**config.mk**
```make
export PLATFORM = sky130hd
export DESIGN_NAME = crc16_command_framer
export DESIGN_NICKNAME = d
export VERILOG_FILES = /design/src/crcfr_pkg.sv /design/src/crcfr_front.sv /design/src/crcfr_queue.sv /design/src/crcfr_back.sv /design/src/crc16_command_framer.sv
export SDC_FILE = /design/constraint.sdc
export NUM_CORES = 1
export LEC_CHECK = 0
export BUFFER_PORTS_ARGS = -buffer_cell sky130_fd_sc_hd__buf_2
export CORE_MARGIN = 2
export CORE_UTILIZATION = 35
export DETAILED_ROUTE_END_ITERATION = 10
export PLACE_DENSITY_LB_ADDON = 0.15
export RECOVER_POWER = 50
export REMOVE_ABC_BUFFERS = 1
export SYNTH_ARGS = -nofsm -noshare
export SYNTH_HDL_FRONTEND = slang
export SYNTH_SLANG_ARGS = --single-unit
```
**constraint.sdc**
```tcl
create_clock -name clock -period 2.2 [get_ports clock]
set_input_delay 0 -clock clock [delete_from_list [all_inputs] [get_ports clock]]
set_output_delay 0 -clock clock [all_outputs]
set_load 0.005 [all_outputs]
```
**src/crcfr_pkg.sv**
```systemverilog
package crcfr_pkg;

   localparam logic [7:0] CR_BYTE = 8'h0D;

   typedef struct packed {
      logic [7:0]  data_byte;
      logic        is_last;
      logic [15:0] crc;
   } entry_type;

endpackage

```
**src/crcfr_front.sv**
```systemverilog
module crcfr_front (
   input  logic                 clock,
   input  logic                 reset,
   input  logic                 req_tvalid,
   output logic                 req_tready,
   input  logic [7:0]           req_tdata,   // [7:0] data_byte
   input  logic                 req_tlast,
   input  logic                 csr_valid,
   input  logic [15:0]          csr_data,
   output logic                 push_valid,
   input  logic                 push_ready,
   output crcfr_pkg::entry_type push_entry
);

   localparam logic [15:0] POLY = 16'h1021;

   function automatic logic [15:0] crc_fold(input logic [15:0] crc, input logic [7:0] data);
      logic [15:0] c;
      c = crc ^ {data, 8'h00};
      for (int b = 0; b < 8; b++) begin
         if (c[15]) begin
            c = {c[14:0], 1'b0} ^ POLY;
         end else begin
            c = {c[14:0], 1'b0};
         end
      end
      return c;
   endfunction

   logic [15:0] crc_start_ff, crc_start_in;
   logic [15:0] running_crc_ff, running_crc_in;
   logic        in_frame_ff, in_frame_in;
   logic [15:0] seed;
   logic [15:0] next_crc;
   logic        accept;

   assign req_tready = push_ready;
   assign push_valid = req_tvalid;
   assign accept     = req_tvalid && push_ready;

   assign seed     = in_frame_ff ? running_crc_ff : crc_start_ff;
   assign next_crc = crc_fold(seed, req_tdata);

   assign push_entry.data_byte = req_tdata;
   assign push_entry.is_last   = req_tlast;
   assign push_entry.crc       = next_crc;

   always_comb begin
      crc_start_in   = crc_start_ff;
      running_crc_in = running_crc_ff;
      in_frame_in    = in_frame_ff;
      if (csr_valid) begin
         crc_start_in = csr_data;
      end
      if (accept) begin
         running_crc_in = next_crc;
         in_frame_in    = !req_tlast;
      end
   end

   always_ff @(posedge clock) begin
      if (reset) begin
         crc_start_ff   <= '0;
         running_crc_ff <= '0;
         in_frame_ff    <= 1'b0;
      end else begin
         crc_start_ff   <= crc_start_in;
         running_crc_ff <= running_crc_in;
         in_frame_ff    <= in_frame_in;
      end
   end

`ifndef SYNTHESIS
   a_last_ends_frame: assert property (@(posedge clock) disable iff (reset)
      accept && req_tlast |=> !in_frame_ff)
      else $error("frame not closed after last byte");

   a_body_opens_frame: assert property (@(posedge clock) disable iff (reset)
      accept && !req_tlast |=> in_frame_ff && running_crc_ff == $past(next_crc))
      else $error("running crc not carried");
`endif

endmodule

```
**src/crcfr_queue.sv**
```systemverilog
module crcfr_queue #(
   parameter int DEPTH = 4
) (
   input  logic                 clock,
   input  logic                 reset,
   input  logic                 in_valid,
   output logic                 in_ready,
   input  crcfr_pkg::entry_type in_entry,
   output logic                 out_valid,
   input  logic                 out_ready,
   output crcfr_pkg::entry_type out_entry
);

   localparam int AW = $clog2(DEPTH);
   localparam int CW = $clog2(DEPTH + 1);

   crcfr_pkg::entry_type mem_ff [DEPTH];
   logic [AW-1:0] wr_ptr_ff, wr_ptr_in;
   logic [AW-1:0] rd_ptr_ff, rd_ptr_in;
   logic [CW-1:0] count_ff, count_in;
   logic          push;
   logic          pop;

   assign in_ready  = count_ff != CW'(DEPTH);
   assign out_valid = count_ff != '0;
   assign out_entry = mem_ff[rd_ptr_ff];
   assign push      = in_valid && in_ready;
   assign pop       = out_valid && out_ready;

   always_comb begin
      wr_ptr_in = wr_ptr_ff;
      rd_ptr_in = rd_ptr_ff;
      count_in  = count_ff;
      if (push) begin
         wr_ptr_in = (wr_ptr_ff == AW'(DEPTH - 1)) ? '0 : wr_ptr_ff + 1'b1;
      end
      if (pop) begin
         rd_ptr_in = (rd_ptr_ff == AW'(DEPTH - 1)) ? '0 : rd_ptr_ff + 1'b1;
      end
      case ({push, pop})
         2'b10:   count_in = count_ff + 1'b1;
         2'b01:   count_in = count_ff - 1'b1;
         default: count_in = count_ff;
      endcase
   end

   always_ff @(posedge clock) begin
      if (reset) begin
         wr_ptr_ff <= '0;
         rd_ptr_ff <= '0;
         count_ff  <= '0;
      end else begin
         wr_ptr_ff <= wr_ptr_in;
         rd_ptr_ff <= rd_ptr_in;
         count_ff  <= count_in;
      end
   end

   always_ff @(posedge clock) begin
      if (push) begin
         mem_ff[wr_ptr_ff] <= in_entry;
      end
   end

`ifndef SYNTHESIS
   a_count_bound: assert property (@(posedge clock) disable iff (reset)
      count_ff <= CW'(DEPTH))
      else $error("queue count overflow");

   a_pop_only: assert property (@(posedge clock) disable iff (reset)
      pop && !push |=> count_ff == $past(count_ff) - 1'b1)
      else $error("queue count not decremented");
`endif

endmodule

```
**src/crcfr_back.sv**
```systemverilog
module crcfr_back (
   input  logic                 clock,
   input  logic                 reset,
   input  logic                 pop_valid,
   output logic                 pop_ready,
   input  crcfr_pkg::entry_type pop_entry,
   output logic                 rsp_tvalid,
   input  logic                 rsp_tready,
   output logic [7:0]           rsp_tdata,   // [7:0] out_byte
   output logic                 rsp_tlast
);

   typedef enum logic [1:0] {
      PH_DATA,
      PH_HI,
      PH_LO,
      PH_CR
   } phase_type;

   phase_type   phase_ff;
   logic [15:0] crc_ff;
   logic        valid_ff;
   logic [7:0]  byte_ff;
   logic        last_ff;
   logic        free;

   assign free       = !valid_ff || rsp_tready;
   assign pop_ready  = free && (phase_ff == PH_DATA);
   assign rsp_tvalid = valid_ff;
   assign rsp_tdata  = byte_ff;
   assign rsp_tlast  = last_ff;

   always_ff @(posedge clock) begin
      if (reset) begin
         phase_ff <= PH_DATA;
         valid_ff <= 1'b0;
      end else if (free) begin
         case (phase_ff)
            PH_DATA: begin
               valid_ff <= pop_valid;
               byte_ff  <= pop_entry.data_byte;
               last_ff  <= 1'b0;
               crc_ff   <= pop_entry.crc;
               if (pop_valid && pop_entry.is_last) begin
                  phase_ff <= PH_HI;
               end
            end
            PH_HI: begin
               valid_ff <= 1'b1;
               byte_ff  <= crc_ff[15:8];
               last_ff  <= 1'b0;
               phase_ff <= PH_LO;
            end
            PH_LO: begin
               valid_ff <= 1'b1;
               byte_ff  <= crc_ff[7:0];
               last_ff  <= 1'b0;
               phase_ff <= PH_CR;
            end
            PH_CR: begin
               valid_ff <= 1'b1;
               byte_ff  <= crcfr_pkg::CR_BYTE;
               last_ff  <= 1'b1;
               phase_ff <= PH_DATA;
            end
            default: begin
               valid_ff <= 1'b0;
               phase_ff <= PH_DATA;
            end
         endcase
      end
   end

`ifndef SYNTHESIS
   a_last_is_cr: assert property (@(posedge clock) disable iff (reset)
      valid_ff && last_ff |-> byte_ff == crcfr_pkg::CR_BYTE)
      else $error("frame end without carriage return");

   a_trailer_valid: assert property (@(posedge clock) disable iff (reset)
      phase_ff != PH_DATA |-> valid_ff)
      else $error("trailer pending with no byte on output");
`endif

endmodule

```
**src/crc16_command_framer.sv**
```systemverilog
// Command framer: each byte on req is forwarded on rsp and folded into a running
// CRC-16/XMODEM (poly 0x1021, MSB first, seeded from the value last written on csr).
// A byte flagged with req_tlast is followed on rsp by the CRC high byte, the CRC low
// byte and a carriage return, which alone carries rsp_tlast; the next byte starts a
// new frame. The byte CRC update is combinational, so req takes one byte per cycle
// while the queue has room. The output serializer sends one byte per cycle while
// rsp_tready is high, so a frame of N bytes goes out as N+3 bytes; a queue of
// QUEUE_DEPTH transactions (at least 2) lets req run on while the trailer goes out.
// An accepted byte passes the queue and the serializer's output register to rsp.
module crc16_command_framer #(
   parameter int QUEUE_DEPTH = 4
) (
   input  logic        clock,
   input  logic        reset,
   input  logic        req_tvalid,
   output logic        req_tready,
   input  logic [7:0]  req_tdata,   // [7:0] data_byte
   input  logic        req_tlast,
   output logic        rsp_tvalid,
   input  logic        rsp_tready,
   output logic [7:0]  rsp_tdata,   // [7:0] out_byte
   output logic        rsp_tlast,
   input  logic        csr_valid,
   output logic        csr_ready,
   input  logic [15:0] csr_data
);

   logic                 push_valid;
   logic                 push_ready;
   crcfr_pkg::entry_type push_entry;
   logic                 pop_valid;
   logic                 pop_ready;
   crcfr_pkg::entry_type pop_entry;

   assign csr_ready = 1'b1;

   crcfr_front u_front (
      .clock      (clock),
      .reset      (reset),
      .req_tvalid (req_tvalid),
      .req_tready (req_tready),
      .req_tdata  (req_tdata),
      .req_tlast  (req_tlast),
      .csr_valid  (csr_valid),
      .csr_data   (csr_data),
      .push_valid (push_valid),
      .push_ready (push_ready),
      .push_entry (push_entry)
   );

   crcfr_queue #(
      .DEPTH (QUEUE_DEPTH)
   ) u_queue (
      .clock     (clock),
      .reset     (reset),
      .in_valid  (push_valid),
      .in_ready  (push_ready),
      .in_entry  (push_entry),
      .out_valid (pop_valid),
      .out_ready (pop_ready),
      .out_entry (pop_entry)
   );

   crcfr_back u_back (
      .clock      (clock),
      .reset      (reset),
      .pop_valid  (pop_valid),
      .pop_ready  (pop_ready),
      .pop_entry  (pop_entry),
      .rsp_tvalid (rsp_tvalid),
      .rsp_tready (rsp_tready),
      .rsp_tdata  (rsp_tdata),
      .rsp_tlast  (rsp_tlast)
   );

endmodule
```
After elaboration in Yosys (flattened, before gate mapping)
Memory sizes are Yosys's and may differ from the RTL's. A register that Yosys moved wholly into a read port is not among the register bits.
Index checks and enable logic that the tools add are counted.
- add/sub/neg operators: 4
- equality and inequality tests: 9
- muxes and demuxes: 21
- bitwise operators: 10
- reductions and logical operators: 15
- operator list (kind ; number):
    13-bit two-way mux ; 8
    8-bit one-hot mux with 4 select lines ; 1
    3-bit NOT ; 8
    16-bit two-way mux ; 1
    16-bit XOR ; 1
    2-bit equality test (second input constant) ; 5
    2-bit two-way mux ; 5
    2-bit one-hot mux with 4 select lines ; 1
    3-bit one-hot mux with 2 select lines ; 1
    3-bit OR reduction ; 2
    2-bit by 1-bit adder with 2-bit output (second input constant) ; 2
    2-bit by 1-bit equality test with 1-bit output (second input constant) ; 2
    1-bit logical AND ; 4
    1-bit one-hot mux with 2 select lines ; 2
    2-bit AND reduction ; 2
    3-bit by 1-bit adder with 3-bit output (second input constant) ; 1
    3-bit != test (second input constant) ; 1
    3-bit AND reduction ; 1
    3-bit nonzero test ; 1
    3-bit by 1-bit subtractor with 3-bit output (second input constant) ; 1
    1-bit zero test ; 2
    2-bit zero test ; 1
    1-bit two-way mux ; 2
    2-bit != test (second input constant) ; 1
    3 further kinds ; 3
- register bits after elaboration: 68
- memory bits (writable): 100
- input port bits: 30
- word-level logic and storage cells: 71
- memories kept: 1
- memories (memory ; words ; width ; read ports ; clocked after Yosys merged registers in ; write ports ; line ; text):
    u_queue.mem_ff ; 4 ; 25 ; 1 ; 1 ; 1 ; crcfr_queue.sv:17 ; crcfr_pkg::entry_type mem_ff [DEPTH];

Logic depth before layout (Yosys ltp)
- word-level depth: 18
- depth in mapped cells: 12
- depth with buffers taken out: 10

Modules after synthesis
Synthesis repeated with hierarchy kept, for this count alone.
- cells, all modules: 445
- area, all modules: 6998.0 µm²
- modules (own cells, without submodules) (module ; instances ; cells an instance ; area an instance (µm²) ; seq. area each (µm²)):
    crcfr_queue ; 1 ; 183 ; 4096.4 ; 3183.1
    crcfr_front ; 1 ; 187 ; 1750.4 ; 660.6
    crcfr_back ; 1 ; 73 ; 1139.8 ; 810.8
    crc16_command_framer ; 1 ; 2 ; 11.3 ; 0.0

Worst setup path before layout
Ideal clock, no wire load.
- path kind: register -> register
- from: reg u_queue.count_ff[0]
- to: reg u_queue.count_ff[2]
- arrival: 2.337 ns
- setup slack: -0.208 ns
- stages on the path, launching flop included: 13
- buffers on the path: 2
- cell sequence: dfxtp_1 -> inv_1 -> nand3_1 -> and2_1 -> buf_2 -> inv_1 -> buf_2 -> ha_1 -> inv_1 -> fa_1 -> xor2_1 -> or3_1 -> a21oi_1
- longest elaborated chain between the ends: 4
- RTL lines (element ; line ; text):
    start: declaration ; crcfr_queue.sv:20 ; logic [CW-1:0] count_ff, count_in;
    start signal: assignment ; crcfr_queue.sv:55 ; count_ff <= count_in;
    3-bit != test * ; crcfr_queue.sv:24 ; assign in_ready = count_ff != CW'(DEPTH);
    named net req_tready ; crc16_command_framer.sv:16 ; output logic req_tready,
    1-bit logical AND * ; crcfr_queue.sv:27 ; assign push = in_valid && in_ready;
    2-bit by 1-bit equality test with 1-bit output / 2-bit equality test (equally long branches) ; crcfr_queue.sv:40 ; case ({push, pop})
    3-bit one-hot mux with 2 select lines / 2-bit nonzero test (equally long branches) ; - ;
The timed path passes the listed nets; every way through them passes the cells marked *.
A chain may end at the register's enable or synchronous reset.

Worst setup path after layout
- from: reg u_back.phase_ff[0]
- to: reg u_queue.count_ff[2]
- longest elaborated chain between the ends: 5
- RTL lines (element ; line ; text):
    start: declaration ; crcfr_back.sv:20 ; phase_type phase_ff;
    start signal: assignment ; crcfr_back.sv:35 ; phase_ff <= PH_DATA;
    start signal: assignment ; crcfr_back.sv:45 ; phase_ff <= PH_HI;
    start signal: assignment ; crcfr_back.sv:52 ; phase_ff <= PH_LO;
    2-bit zero test * ; crcfr_back.sv:28 ; assign pop_ready = free && (phase_ff == PH_DATA);
    1-bit logical AND * ; crcfr_back.sv:28 ;
    1-bit logical AND * ; crcfr_queue.sv:28 ; assign pop = out_valid && out_ready;
    2-bit by 1-bit equality test with 1-bit output / 2-bit equality test (equally long branches) ; crcfr_queue.sv:40 ;
    3-bit one-hot mux with 2 select lines / 2-bit nonzero test (equally long branches) ; - ;
Every way passes the cells marked *; elsewhere a longest branch is shown, timed or not.

==> flow_summary.html <==
<table>
<tr><th>Metric</th><th>Value</th></tr>
<tr><th colspan="2">Synth</th></tr>
<tr><td>Async set or reset register ratio after synthesis</td><td>0</td></tr>
<tr><td>Avg Synthesized Cell Area</td><td>15.8 µm²</td></tr>
<tr><td>Cell count after synthesis</td><td>439</td></tr>
<tr><td>Library cells used by synthesis</td><td>40</td></tr>
<tr><td>Synth warnings</td><td>0</td></tr>
<tr><td>Cell types with the largest area share after synthesis</td><td>sky130_fd_sc_hd__edfxtp_1, sky130_fd_sc_hd__dfxtp_1, sky130_fd_sc_hd__mux4_2, sky130_fd_sc_hd__mux2i_1, sky130_fd_sc_hd__nor2_1</td></tr>
<tr><td>Area of the mapped netlist</td><td>6930 µm²</td></tr>
<tr><td>Cell with the most instances after synthesis</td><td>sky130_fd_sc_hd__edfxtp_1</td></tr>
<tr><td>Cell taking the most area after synthesis</td><td>sky130_fd_sc_hd__edfxtp_1</td></tr>
<tr><td>Seq cells post-synth</td><td>170</td></tr>
<tr><td>Ranking of synthesized cells by instance count</td><td>sky130_fd_sc_hd__edfxtp_1, sky130_fd_sc_hd__nor2_1, sky130_fd_sc_hd__dfxtp_1</td></tr>
<tr><td>Top cell type's share of synthesized area</td><td>0.541</td></tr>
<tr><td>Top FF cell, synth</td><td>sky130_fd_sc_hd__edfxtp_1</td></tr>
<tr><td>Sequential-to-total area share from yosys stat</td><td>0.671</td></tr>
<tr><td>Number of enable flip-flop cells after synthesis</td><td>125</td></tr>
<tr><th colspan="2">Power and ir drop</th></tr>
<tr><td>Power density over the cells</td><td>1190 nW/µm²</td></tr>
<tr><td>Static Leak</td><td>2.96 nW</td></tr>
<tr><td>Peak ir drop on the vdd network</td><td>0.580 mV</td></tr>
<tr><td>Power consumption</td><td>9.88 mW</td></tr>
<tr><td>Register share of total power</td><td>0.456</td></tr>
<tr><td>P_int</td><td>7.01 mW</td></tr>
<tr><td>Switching power share of the total</td><td>0.290</td></tr>
<tr><td>Power share of the combinational group</td><td>0.246</td></tr>
<tr><td>Switching power summed over all nets</td><td>2.87 mW</td></tr>
<tr><td>Portion of total power attributed to the clock network</td><td>0.298</td></tr>
<tr><th colspan="2">Worst setup path</th></tr>
<tr><td>Type of the worst setup path</td><td>flip-flop to flip-flop</td></tr>
<tr><td>Cell-by-cell trace of the critical path</td><td>inv_2 -&gt; ha_2 -&gt; nand3_1 -&gt; inv_2 -&gt; ha_4 -&gt; inv_1 -&gt; fa_1 -&gt; xor2_1 -&gt; or3_1 -&gt; a21oi_1</td></tr>
<tr><td>Critical Path End Type</td><td>flip-flop</td></tr>
<tr><td>Crit path max-delay family</td><td>adder cells</td></tr>
<tr><td>Data required, critical path</td><td>2.55 ns</td></tr>
<tr><td>CP peak stage delay</td><td>0.37 ns</td></tr>
<tr><td>Slowest CP cell</td><td>sky130_fd_sc_hd__fa_1</td></tr>
<tr><td>Startpoint type of the worst setup path</td><td>flip-flop</td></tr>
<tr><td>Most numerous cell on the critical path</td><td>sky130_fd_sc_hd__inv_2</td></tr>
<tr><td>CP arrival</td><td>2.40 ns</td></tr>
<tr><td>WP buf/inv</td><td>3</td></tr>
<tr><td>Highest fanout seen on the critical path</td><td>4</td></tr>
<tr><th colspan="2">Die</th></tr>
<tr><td>Initial standard-cell utilization of the core</td><td>0.356</td></tr>
<tr><td>Die area</td><td>21000 µm²</td></tr>
<tr><td>Placement row count</td><td>51</td></tr>
<tr><td>Number of ports placed on the die boundary</td><td>42</td></tr>
<tr><td>Area of the core</td><td>19500 µm²</td></tr>
<tr><td>Die width</td><td>145 µm</td></tr>
<tr><td>Chip Height</td><td>145 µm</td></tr>
<tr><th colspan="2">STA</th></tr>
<tr><td>Total count of hold-check failures in the final report</td><td>0</td></tr>
<tr><td>Fin crit period</td><td>2.05 ns</td></tr>
<tr><td>Setup TNS</td><td>0 ns</td></tr>
<tr><td>PnR worst setup slack</td><td>0.151 ns</td></tr>
<tr><td>Max Clk Rate</td><td>0.488 GHz</td></tr>
<tr><td>Transition at the pin with the smallest max-transition slack</td><td>0.825 ns</td></tr>
<tr><td>Final setup viols</td><td>0</td></tr>
<tr><td>Worst slew margin relative to its limit</td><td>0.450</td></tr>
<tr><td>Final Slew Violations</td><td>0</td></tr>
<tr><td>Clock Skews</td><td>0.00670 ns</td></tr>
<tr><td>Share of the clock period used by the worst path</td><td>0.931</td></tr>
<tr><td>Unrepaired setup endpoints after global routing</td><td>no</td></tr>
<tr><th colspan="2">Detailed routing</th></tr>
<tr><td>Total iterations of the first detailed-routing run</td><td>4</td></tr>
<tr><td>Wirelength per Cell</td><td>17.2 µm</td></tr>
<tr><td>Number of DRC markers after the initial detailed-route iteration</td><td>211</td></tr>
<tr><td>Vias</td><td>3703</td></tr>
<tr><td>DRC Markers</td><td>0</td></tr>
<tr><td>Aggregate routed wire length</td><td>13.8 mm</td></tr>
<tr><td>Remaining number of nets flagged by the antenna check after routing</td><td>0</td></tr>
<tr><td>Detailed-route vias per instance</td><td>4.63</td></tr>
<tr><th colspan="2">GRT</th></tr>
<tr><td>Total routing resource utilization after global routing</td><td>0.143</td></tr>
<tr><td>First-pass GRT wire length</td><td>21.8 mm</td></tr>
<tr><td>Sum of overflow across all layers after global routing</td><td>0</td></tr>
<tr><td>Vias in the first global route</td><td>3843</td></tr>
<tr><td>Pin count of the biggest net entering global routing</td><td>46</td></tr>
<tr><td>Antenna violations before repair</td><td>0</td></tr>
<tr><th colspan="2">Clock tree</th></tr>
<tr><td>CTS tree</td><td>yes</td></tr>
<tr><td>Clock transition at the registers of the reported paths</td><td>0.07 ns</td></tr>
<tr><td>Number of clock buffers inserted by TritonCTS</td><td>17</td></tr>
<tr><td>Number of H-tree branching levels</td><td>4</td></tr>
<tr><td>Total number of clock tree sinks</td><td>170</td></tr>
<tr><td>Clk buf depth</td><td>2</td></tr>
<tr><td>Cell at the root of the clock tree</td><td>sky130_fd_sc_hd__clkbuf_16</td></tr>
<tr><td>Later-pin clock latency in the skew report</td><td>0.42 ns</td></tr>
<tr><td>Post-CTS Setup Inserts</td><td>0</td></tr>
<tr><th colspan="2">Hold path</th></tr>
<tr><td>Worst min-delay path category</td><td>input pin to flip-flop</td></tr>
<tr><th colspan="2">Cells and area</th></tr>
<tr><td>Net count of the finished layout</td><td>563</td></tr>
<tr><td>Share of layout cells above drive strength 1</td><td>0.217</td></tr>
<tr><td>Fill cells</td><td>1779</td></tr>
<tr><td>Growth of design area from synthesis to finish</td><td>20.0%</td></tr>
<tr><td>Number of diodes added for antenna fixing</td><td>0</td></tr>
<tr><th colspan="2">Placement</th></tr>
<tr><td>Post-Place Setup Slack</td><td>0.0750 ns</td></tr>
<tr><td>Dpl hpwl</td><td>9.02 mm</td></tr>
<tr><td>Count of buffers inserted at the top-level ports</td><td>40</td></tr>
<tr><td>Gpl congestion</td><td>0.690</td></tr>
<tr><th colspan="2">Status</th></tr>
<tr><td>Status</td><td>completed</td></tr>
<tr><th colspan="2">Flow run</th></tr>
<tr><td>Max-Cap Viols</td><td>0</td></tr>
</table>
[area by class of cell]
class / instances / area (µm²) / share of cell area
well taps: 265 / 332 / 0.0398
clock inverters: 15 / 166 / 0.0200
multi-input cells: 230 / 2100 / 0.253
clock buffers: 17 / 425 / 0.0511
repair buffers: 87 / 586 / 0.0703
flip-flops and latches: 170 / 4660 / 0.559
inverters: 15 / 56.3 / 0.00676
[cells in the final DEF, fill, tap and decap left out, drive strengths merged, types with 2 or more instances in the layout]
master,count
a21oi,14
nand3,2
xor2,22
xnor2,9
nor2,56
or3,3
xnor3,2
clkinvlp,6
mux4,25
clkinv,3
mux2i,32
dfxtp,45
a211oi,6
o31ai,2
and2,2
buf,35
dlygate4sd3,26
a221oi,8
inv,19
bufinv,2
ha,11
clkbuf,43
nor3,9
nand2,15
and3,4
edfxtp,125
[what timing repair did]
item | 4_1_cts | 5_1_grt
endpoints found under the hold margin | 54 | 0
setup endpoints to repair | 0 | 1
resized for setup | 0 | 8
hold buffers | 26 | 0
[worst reg2reg max path: stages, from the launching register on]
cell and delay [ns]:
sky130_fd_sc_hd__dfxtp_1 0.33, sky130_fd_sc_hd__inv_2 0.09, sky130_fd_sc_hd__ha_2 0.20, sky130_fd_sc_hd__nand3_1 0.10
sky130_fd_sc_hd__inv_2 0.10, sky130_fd_sc_hd__ha_4 0.14, sky130_fd_sc_hd__inv_1 0.04, sky130_fd_sc_hd__fa_1 0.37
sky130_fd_sc_hd__xor2_1 0.16, sky130_fd_sc_hd__or3_1 0.30, sky130_fd_sc_hd__a21oi_1 0.13
[power by group through the flow]
stage                     Sequential, mW  Combinational, mW  Clock (mW)
after floorplan                     4.61               1.48           0
after global placement              4.56               2.41           0
after detailed placement            4.58               2.46           0
after CTS                           4.51               2.50        3.02
after global routing                4.56               2.72        3.16
final                               4.50               2.43        2.95
[sequential cells by signal, indices dropped and copies added (netlist names), 3 cells and up, named ones only]
signal,flops
u_queue.mem_ff,100
u_back.rsp_tdata,8
u_front.crc_start_ff,16
u_front.running_crc_ff,16
u_queue.count_ff,3
u_back.crc_ff,16
[stage by stage]
stage           util  hold slack (ns)  instance area [µm²]  instances
4_1_cts        0.430            0.108                 8370        799
3_3_place_gp   0.387            0.233                 7520        741
2_1_floorplan      -           0.0646                 6810        415
5_1_grt        0.428            0.127                 8320        799
6_report       0.428            0.105                 8320        799
3_5_place_dp   0.387            0.243                 7520        741
[worst paths after layout]
path | startpoint | endpoint | slack (ns) | cells after the start
max | u_back.phase_ff[0]$_SDFFE_PP0P_ | u_queue.count_ff[2]$_SDFFE_PP0P_ | 0.15 | 10
min reg2reg | u_front.running_crc_ff[6]$_SDFFE_PP0P_ | u_front.running_crc_ff[6]$_SDFFE_PP0P_ | 0.46 | 2
min | csr_valid | u_front.crc_start_ff[4]$_SDFFE_PP0P_ | 0.11 | 3
max reg2reg | u_back.phase_ff[0]$_SDFFE_PP0P_ | u_queue.count_ff[2]$_SDFFE_PP0P_ | 0.15 | 10
[kinds of logic (layout without fill, tap and decap cells)]
group | after synthesis | in the layout | share of synthesized area
other | 1 | 1 | 0.000541
AND/OR/NAND/NOR | 94 | 94 | 0.0574
AO/OA/AOI/OAI | 32 | 32 | 0.0319
adder cells (fa/ha/maj) | 12 | 12 | 0.0227
XOR/XNOR | 34 | 34 | 0.0594
flip-flops | 170 | 170 | 0.671
multiplexers | 57 | 57 | 0.130
buffers and inverters | 39 | 134 | 0.0265
[routing by layer]
layer / GRT usage / routed length (µm)
met1: 0.194 / 6540
met2: 0.228 / 6580
met3: 0.0270 / 427
met4: 0.0537 / 228
met5: 0 / 0
(Power assumes the default switching activity.)
